===== config.mk =====
export PLATFORM = sky130hd
export DESIGN_NAME = block_peak_output_limiter
export DESIGN_NICKNAME = d
export VERILOG_FILES = /design/src/rtl/bpol_pkg.sv /design/src/rtl/block_peak_output_limiter.sv /design/src/rtl/bpol_div.sv
export SDC_FILE = /design/constraint.sdc
export NUM_CORES = 2
export LEC_CHECK = 0
export ABC_AREA = 0
export BUFFER_PORTS_ARGS = -buffer_cell sky130_fd_sc_hd__buf_2
export CORE_ASPECT_RATIO = 1.75
export CORE_UTILIZATION = 40
export DETAILED_ROUTE_END_ITERATION = 16
export PLACE_DENSITY = 0.6
export SLEW_MARGIN = 20
export SYNTH_ARGS = -nofsm -noshare
export SYNTH_HDL_FRONTEND = slang
export SYNTH_SLANG_ARGS = --single-unit

===== constraint.sdc =====
create_clock -name i_clk -period 18.85 [get_ports i_clk]
set_clock_uncertainty 0.1 [all_clocks]
set_input_delay 0.9425 -clock i_clk [delete_from_list [all_inputs] [get_ports i_clk]]
set_output_delay 0.9425 -clock i_clk [all_outputs]
set_load 0.05 [all_outputs]

===== src/rtl/bpol_pkg.sv =====
// ----------------------------------------------------------------------------
// bpol_pkg
// Shared constants and types for the block peak output limiter.
// ----------------------------------------------------------------------------
package bpol_pkg;

    localparam int GAIN_FRAC = 16;
    localparam int GAIN_W    = GAIN_FRAC + 1;
    localparam int CEIL_W    = 23;
    localparam int COEF_W    = 16;
    localparam int CFG_IDX_W = 1;
    localparam int DIV_CNT_W = $clog2(GAIN_FRAC + 1);

    localparam logic [GAIN_W-1:0] GAIN_ONE   = GAIN_W'(1) << GAIN_FRAC;
    localparam logic [CEIL_W-1:0] CEIL_RESET = CEIL_W'(4194304);
    localparam logic [COEF_W-1:0] COEF_RESET = COEF_W'(65535);

    typedef logic [CFG_IDX_W-1:0] t_cfg_idx;

    localparam t_cfg_idx CFG_CEILING = t_cfg_idx'(0);
    localparam t_cfg_idx CFG_RELEASE = t_cfg_idx'(1);

endpackage


===== src/rtl/block_peak_output_limiter.sv =====
// While a block fills, an input is accepted each cycle i_in_valid is high. At
// block end: divider (only if the peak exceeds the ceiling), gain step, release
// update (if the gain is not lowered). Each output sample then passes buffer
// read, shared multiply, rounding and output transfer, which waits on i_out_ready.
// Reset (synchronous, i_rst_n low): empty buffer, zero peak, unity gain,
// ceiling 4194304, release coefficient 65535.
// ----------------------------------------------------------------------------
// block_peak_output_limiter
// Buffers one block of samples, tracks its peak, derives a limiting gain with
// instant attack and exponential release, then drains the scaled block.
// ----------------------------------------------------------------------------
module block_peak_output_limiter #(
    parameter int BLOCK_DEPTH = 64,
    parameter int SAMPLE_BITS = 24
) (
    input  logic                     i_clk,
    input  logic                     i_rst_n,
    input  logic                     i_cfg_wr_en,
    input  bpol_pkg::t_cfg_idx       i_cfg_idx,
    input  logic [bpol_pkg::CEIL_W-1:0] i_cfg_wdata,
    input  logic                     i_in_valid,
    output logic                     o_in_ready,
    input  logic signed [SAMPLE_BITS-1:0] i_sample_in,
    input  logic                     i_sample_invalid,
    input  logic                     i_last_in_block,
    output logic                     o_out_valid,
    input  logic                     i_out_ready,
    output logic signed [SAMPLE_BITS-1:0] o_sample_out,
    output logic                     o_last_out
);
    import bpol_pkg::*;

    localparam int SB    = SAMPLE_BITS;
    localparam int AW    = (BLOCK_DEPTH > 1) ? $clog2(BLOCK_DEPTH) : 1;
    localparam int FC_W  = $clog2(BLOCK_DEPTH + 1);
    localparam int CMP_W = (SB > CEIL_W) ? SB : CEIL_W;
    localparam int A_W   = (SB > GAIN_W) ? SB : GAIN_W;
    localparam int PW    = A_W + GAIN_W;
    localparam int RM_W  = PW - GAIN_FRAC;

    localparam logic [PW-1:0]   HALF    = PW'(1) << (GAIN_FRAC - 1);
    localparam logic [RM_W-1:0] MAX_POS = RM_W'((64'd1 << (SB - 1)) - 64'd1);
    localparam logic [RM_W-1:0] MAX_NEG = RM_W'(64'd1 << (SB - 1));

    typedef enum logic [3:0] {
        ST_FILL,
        ST_DIV,
        ST_GAIN,
        ST_REL,
        ST_REL_UPD,
        ST_RD,
        ST_MUL,
        ST_RND,
        ST_OUT
    } t_state;

    t_state              r_state;
    logic [CEIL_W-1:0]   r_ceiling;
    logic [COEF_W-1:0]   r_coef;
    logic [FC_W-1:0]     r_fill;
    logic [SB-1:0]       r_peak;
    logic [GAIN_W-1:0]   r_gain;
    logic [GAIN_W-1:0]   r_target;
    logic [AW-1:0]       r_last_idx;
    logic [AW-1:0]       r_rd_idx;
    logic [PW-1:0]       r_prod;
    logic                r_neg;
    logic                r_inv;
    logic                r_out_valid;
    logic [SB-1:0]       r_out_sample;
    logic                r_out_last;

    logic [SB:0]         mem [0:BLOCK_DEPTH-1];
    logic [SB:0]         r_rd_data;

    logic                in_xfer;
    logic                out_xfer;
    logic                blk_end;
    logic [SB-1:0]       in_mag;
    logic [SB-1:0]       rd_mag;
    logic [CMP_W-1:0]    ceil_ext;
    logic [CMP_W-1:0]    peak_ext;
    logic                over;
    logic [GAIN_W-1:0]   deficit;
    logic [A_W-1:0]      mul_a;
    logic [GAIN_W-1:0]   mul_b;
    logic [PW-1:0]       rnd;
    logic [RM_W-1:0]     rmag;
    logic [RM_W-1:0]     lim_pos;
    logic [RM_W-1:0]     lim_neg;
    logic [SB-1:0]       out_val;
    logic                div_start;
    logic                div_done;
    logic [GAIN_FRAC-1:0] div_quot;
    logic [SB-1:0]       peak_next;
    logic                peak_over;

    assign in_xfer  = i_in_valid && o_in_ready;
    assign out_xfer = r_out_valid && i_out_ready;
    assign blk_end  = i_last_in_block || (r_fill == FC_W'(BLOCK_DEPTH - 1));

    assign in_mag = i_sample_in[SB-1] ? (~i_sample_in + SB'(1)) : i_sample_in;
    assign rd_mag = r_rd_data[SB-1] ? (~r_rd_data[SB-1:0] + SB'(1)) : r_rd_data[SB-1:0];

    assign ceil_ext = CMP_W'(r_ceiling);
    assign peak_ext = CMP_W'(r_peak);
    assign over     = peak_ext > ceil_ext;

    assign deficit = GAIN_ONE - r_gain;
    assign mul_a   = (r_state == ST_REL) ? A_W'(deficit) : A_W'(rd_mag);
    assign mul_b   = (r_state == ST_REL) ? GAIN_W'(r_coef) : r_gain;

    assign rnd     = r_prod + HALF;
    assign rmag    = rnd[PW-1:GAIN_FRAC];
    assign lim_pos = (rmag > MAX_POS) ? MAX_POS : rmag;
    assign lim_neg = (rmag > MAX_NEG) ? MAX_NEG : rmag;
    assign out_val = r_inv ? '0 :
                     r_neg ? (~lim_neg[SB-1:0] + SB'(1)) : lim_pos[SB-1:0];

    assign div_start = in_xfer && blk_end && (over || (CMP_W'(in_mag) > ceil_ext
                       && !i_sample_invalid));

    assign peak_next = (!i_sample_invalid && in_mag > r_peak) ? in_mag : r_peak;
    assign peak_over = CMP_W'(peak_next) > ceil_ext;

    bpol_div #(
        .W (SB)
    ) u_div (
        .i_clk      (i_clk),
        .i_rst_n    (i_rst_n),
        .i_start    (div_start),
        .i_dividend (ceil_ext[SB-1:0]),
        .i_divisor  (peak_next),
        .o_done     (div_done),
        .o_quot     (div_quot)
    );

    always_ff @(posedge i_clk) begin
        if (in_xfer) begin
            mem[r_fill[AW-1:0]] <= {i_sample_invalid, i_sample_in};
        end
        r_rd_data <= mem[r_rd_idx];
    end

    always_ff @(posedge i_clk) begin
        if (!i_rst_n) begin
            r_state     <= ST_FILL;
            r_ceiling   <= CEIL_RESET;
            r_coef      <= COEF_RESET;
            r_fill      <= '0;
            r_peak      <= '0;
            r_gain      <= GAIN_ONE;
            r_rd_idx    <= '0;
            r_out_valid <= 1'b0;
        end else begin
            if (i_cfg_wr_en) begin
                case (i_cfg_idx)
                    CFG_CEILING: r_ceiling <= i_cfg_wdata;
                    CFG_RELEASE: r_coef    <= i_cfg_wdata[COEF_W-1:0];
                    default: ;
                endcase
            end
            case (r_state)
                ST_FILL: begin
                    if (in_xfer) begin
                        r_fill <= r_fill + FC_W'(1);
                        r_peak <= peak_next;
                        if (blk_end) begin
                            r_last_idx <= r_fill[AW-1:0];
                            r_target   <= GAIN_ONE;
                            r_state    <= peak_over ? ST_DIV : ST_GAIN;
                        end
                    end
                end
                ST_DIV: begin
                    if (div_done) begin
                        r_target <= GAIN_W'(div_quot);
                        r_state  <= ST_GAIN;
                    end
                end
                ST_GAIN: begin
                    if (r_target < r_gain) begin
                        r_gain  <= r_target;
                        r_state <= ST_RD;
                    end else begin
                        r_state <= ST_REL;
                    end
                    r_rd_idx <= '0;
                end
                ST_REL: begin
                    r_prod  <= PW'(mul_a) * PW'(mul_b);
                    r_state <= ST_REL_UPD;
                end
                ST_REL_UPD: begin
                    r_gain  <= GAIN_ONE - GAIN_W'(r_prod[GAIN_FRAC +: GAIN_FRAC]);
                    r_state <= ST_RD;
                end
                ST_RD: begin
                    r_state <= ST_MUL;
                end
                ST_MUL: begin
                    r_prod  <= PW'(mul_a) * PW'(mul_b);
                    r_neg   <= r_rd_data[SB-1];
                    r_inv   <= r_rd_data[SB];
                    r_state <= ST_RND;
                end
                ST_RND: begin
                    r_out_sample <= out_val;
                    r_out_last   <= (r_rd_idx == r_last_idx);
                    r_out_valid  <= 1'b1;
                    r_state      <= ST_OUT;
                end
                ST_OUT: begin
                    if (out_xfer) begin
                        r_out_valid <= 1'b0;
                        if (r_out_last) begin
                            r_fill  <= '0;
                            r_peak  <= '0;
                            r_state <= ST_FILL;
                        end else begin
                            r_rd_idx <= r_rd_idx + AW'(1);
                            r_state  <= ST_RD;
                        end
                    end
                end
                default: r_state <= ST_FILL;
            endcase
        end
    end

    assign o_in_ready   = (r_state == ST_FILL);
    assign o_out_valid  = r_out_valid;
    assign o_sample_out = r_out_sample;
    assign o_last_out   = r_out_last;

`ifndef NO_ASSERTIONS
    a_no_overlap: assert property (@(posedge i_clk) disable iff (!i_rst_n)
        o_out_valid |-> !o_in_ready)
        else $error("input ready while output pending");

    a_gain_range: assert property (@(posedge i_clk) disable iff (!i_rst_n)
        r_gain <= GAIN_ONE)
        else $error("gain above unity");

    a_fill_range: assert property (@(posedge i_clk) disable iff (!i_rst_n)
        r_fill <= FC_W'(BLOCK_DEPTH))
        else $error("fill count overflow");

    a_last_reopens: assert property (@(posedge i_clk) disable iff (!i_rst_n)
        (o_out_valid && i_out_ready && o_last_out) |=> o_in_ready)
        else $error("input not reopened after last transfer");
`endif

endmodule


===== src/rtl/bpol_div.sv =====
// ----------------------------------------------------------------------------
// bpol_div
// Restoring divider, one quotient bit per cycle. Computes
// floor(dividend * 2^GAIN_FRAC / divisor) for dividend < divisor.
// ----------------------------------------------------------------------------
module bpol_div #(
    parameter int W = 24
) (
    input  logic                            i_clk,
    input  logic                            i_rst_n,
    input  logic                            i_start,
    input  logic [W-1:0]                    i_dividend,
    input  logic [W-1:0]                    i_divisor,
    output logic                            o_done,
    output logic [bpol_pkg::GAIN_FRAC-1:0]  o_quot
);
    import bpol_pkg::*;

    logic [W-1:0]         r_rem;
    logic [W-1:0]         r_div;
    logic [GAIN_FRAC-1:0] r_quot;
    logic [DIV_CNT_W-1:0] r_cnt;
    logic                 r_busy;
    logic                 r_done;

    logic [W:0] rem_sh;
    logic [W:0] rem_sub;
    logic       take;

    assign rem_sh  = {r_rem, 1'b0};
    assign rem_sub = rem_sh - {1'b0, r_div};
    assign take    = rem_sh >= {1'b0, r_div};

    always_ff @(posedge i_clk) begin
        if (!i_rst_n) begin
            r_busy <= 1'b0;
            r_done <= 1'b0;
            r_cnt  <= '0;
        end else begin
            r_done <= 1'b0;
            if (i_start) begin
                r_busy <= 1'b1;
                r_cnt  <= DIV_CNT_W'(GAIN_FRAC);
                r_rem  <= i_dividend;
                r_div  <= i_divisor;
                r_quot <= '0;
            end else if (r_busy) begin
                r_rem  <= take ? rem_sub[W-1:0] : rem_sh[W-1:0];
                r_quot <= {r_quot[GAIN_FRAC-2:0], take};
                r_cnt  <= r_cnt - DIV_CNT_W'(1);
                if (r_cnt == DIV_CNT_W'(1)) begin
                    r_busy <= 1'b0;
                    r_done <= 1'b1;
                end
            end
        end
    end

    assign o_done = r_done;
    assign o_quot = r_quot;

endmodule

==> impl_metrics.env <==
export IMPL_status="completed"
export IMPL_first_pass_iters=6
export IMPL_coreArea_um2=224000
export IMPL_p_per_area_nw_per_um2=130
export IMPL_worst_pin_slew_ps=1260
export IMPL_fp_row_count=230
export IMPL_cts_sinks=1870
export IMPL_floorplan_initialDensity=0.402
export IMPL_leakage_nw=34.1
export IMPL_place_inst=8580
export IMPL_crit_top_cell="fa_1"
export IMPL_fin_crit_sh=0.500
export IMPL_cp_max_fo=9
export IMPL_cts_buffers=170
export IMPL_port_buffers=81
export IMPL_synth_ff_type="edfxtp_1"
export IMPL_finalHoldViolCount=0
export IMPL_ys_types=73
export IMPL_synthTopCellsByArea="edfxtp_1 (58%), mux4_2 (13%), fa_1 (7.3%)"
export IMPL_die_area_um2=227000
export IMPL_drive_gt1_frac=0.187
export IMPL_num_vias=49900
export IMPL_startpoint_type="flip-flop"
export IMPL_slew_viol_final=0
export IMPL_grt_pass1_wl_um=367000
export IMPL_yosysTopAreaCellShare=0.580
export IMPL_gr_total_overflow=0
export IMPL_end_kind="flip-flop"
export IMPL_grt_pass1_vias=53100
export IMPL_dpl_hpwl_um=177000
export IMPL_synth_cells=5705
export IMPL_clk_latency_ps=840
export IMPL_h_tree_depth=4
export IMPL_slew_headroom=0.158
export IMPL_synth_warnings=0
export IMPL_timing_fmax_mhz=106
export IMPL_syn_area_um2=90200
export IMPL_postCtsSetupRepairBufs=0
export IMPL_cts_tree="done"
export IMPL_slowest_delay_ps=800
export IMPL_grt_total_usage=0.224
export IMPL_die_h_um=630
export IMPL_syn_area_per_cell_um2=15.8
export IMPL_gp_congestion=0.996
export IMPL_final_setup_tns_ps=0
export IMPL_ant_nets=0
export IMPL_synthTopCellsByCount="edfxtp_1 (1,740), mux4_2 (525), nand2_1 (500), inv_1 (497), nor2_1 (365)"
export IMPL_crit_slowest_cell="nor2_1"
export IMPL_setup_slack_ps=9420
export IMPL_synth_edf_count=1740
export IMPL_setup_viol=0
export IMPL_synth_most_common_cell="edfxtp_1"
export IMPL_wl_per_cell_um=28.5
export IMPL_finalNonFillerCells=8884
export IMPL_seqCellArea_um2=54900
export IMPL_drc_errors=0
export IMPL_worstHoldPathType="input port to flip-flop"
export IMPL_critPathKind="flip-flop to flip-flop"
export IMPL_drt_iter0_drc=3983
export IMPL_die_width_um=361
export IMPL_synthArstFlopShare=0
export IMPL_grt_max_degree=120
export IMPL_path_clk_slew_ps=70
export IMPL_clk_path_buf_depth=4
export IMPL_ys_seq_elements=1870
export IMPL_grt_antenna_before_repair=12
export IMPL_nets=6492
export IMPL_nFillCells=19400
export IMPL_wl_um=253000
export IMPL_rsz0062_at_grt="no"
export IMPL_ctsHoldBuffers=0
export IMPL_multi_input_area_um2=33000
export IMPL_maxCapViolations=0
export IMPL_cts_root_buf="clkbuf_16"
export IMPL_period_minus_slack_ps=9430
export IMPL_ys_seq_area_frac=0.608
export IMPL_syn_num_nets=6345
export IMPL_critical_path_arrival_ps=9890
export IMPL_yosys_area_top_type="edfxtp_1"
export IMPL_vdd_drop_max_uv=191
export IMPL_place_ws_ps=9330
export IMPL_io_pins=82
export IMPL_ctsResizeCount=0
export IMPL_syn_to_final_growth_pct=11.3
export IMPL_worstPathRequired_ps=19310
export IMPL_drt_vias_per_instance=5.62
==> flip-flops by register name, indices dropped and copies added (netlist names), 4 cells and up <==
register	count
mem	1600
o_sample_out	24
peak_ext	24
r_ceiling	23
r_coef	16
r_fill	7
r_gain	17
r_last_idx	6
r_prod	26
r_rd_data	25
r_rd_idx	6
r_state	4
r_target	17
u_div.o_quot	16
u_div.r_cnt	5
u_div.r_div	24
u_div.r_rem	24
==> worst paths after layout <==
path | start | end | cells after the start | slack [ps]
setup / recovery | r_rd_data[7] | r_prod[31] | 27 | 9420
hold / removal | i_out_ready | o_out_valid | 2 | 270
setup reg to reg | r_rd_data[7] | r_prod[31] | 27 | 9420
hold reg to reg | r_ceiling[8] | r_ceiling[8] | 2 | 370
==> per-stage QoR <==
| step | total power, mW | utilization | area (µm²) | hold slack (ps) |
|---|---|---|---|---|
| floorplan | 8.11 | - | 90200 | 286 |
| finish | 13.0 | 0.448 | 100000 | 266 |
| global route | 13.8 | 0.448 | 100000 | 246 |
| global placement | 9.61 | 0.424 | 95000 | 358 |
| CTS | 13.1 | 0.448 | 100000 | 224 |
| detailed placement | 9.68 | 0.424 | 95000 | 366 |
==> critical path: cells and delay by family (launching register included) <==
kind / cells / cell delay, ps
xor gates and xnor gates: 2 / 280
DFF: 1 / 340
and+or+nand+nor: 8 / 2980
adders and majority gates: 7 / 3440
buffers and inverters: 3 / 170
AOI/OAI and AO/OA: 7 / 1900
==> layout by cell type, fill, tap and decap left out, types with 12 or more instances in the layout <==
master / count
edfxtp_1: 1740
mux4_2: 525
nand2_1: 499
inv_1: 497
fa_1: 328
nor2_1: 299
ha_1: 257
clkbuf_16: 175
buf_4: 157
a21oi_1: 137
dfxtp_1: 124
o21ai_0: 112
xnor2_1: 97
buf_2: 81
nor2_4: 66
xor2_1: 64
nand3_1: 62
a21o_1: 56
nor3_1: 54
nand4_1: 46
clkbuf_1: 45
nor2b_1: 38
a211oi_1: 33
and3_1: 33
mux2i_1: 29
clkinv_1: 27
a21boi_0: 25
a32o_1: 23
o31ai_1: 21
o21a_1: 18
clkinv_2: 18
nand2b_1: 17
nor4_1: 16
or3_1: 15
bufinv_16: 14
mux2_2: 13
o21ai_1: 13
and2_1: 13
or2_2: 12
==> final cells by class <==
cell class,count,share of cell area
diodes,5,0.000125
clock buffers,228,0.0463
clock inverters,71,0.00731
inverters,497,0.0186
multi-input cells,3072,0.328
flip-flops and latches,1870,0.547
well taps,2900,0.0362
repair buffers,241,0.0164
==> cells by family (layout without fill, tap and decap cells) <==
kind of cell | count (synthesis) | count (layout) | share of synthesized area
compound gates | 535 | 535 | 0.0386
xor+xnor | 161 | 161 | 0.0156
fa+ha+maj | 585 | 585 | 0.108
buf+inv | 763 | 1037 | 0.0322
flops | 1870 | 1870 | 0.608
mux | 568 | 568 | 0.136
other cells | 0 | 5 | 0
simple gates | 1223 | 1223 | 0.0605
==> power by group <==
| group | switching, mW | total [mW] | leakage [nW] | internal [mW] |
|---|---|---|---|---|
| registers | 0.0805 | 4.83 | 16.7 | 4.75 |
| clock network | 1.52 | 3.45 | 2.63 | 1.93 |
| logic | 2.94 | 4.74 | 14.7 | 1.80 |
| total | 4.54 | 13.0 | 34.1 | 8.48 |
==> routing by layer <==
metal / up-vias / share of wire / track usage
li1: 21600 / - / -
met1: 26300 / 0.34 / 0.232
met4: 12 / 0.065 / 0.123
met2: 1362 / 0.55 / 0.429
met3: 591 / 0.042 / 0.0299
met5: - / 0.00036 / 0
Power figures use the tool's default switching activity.
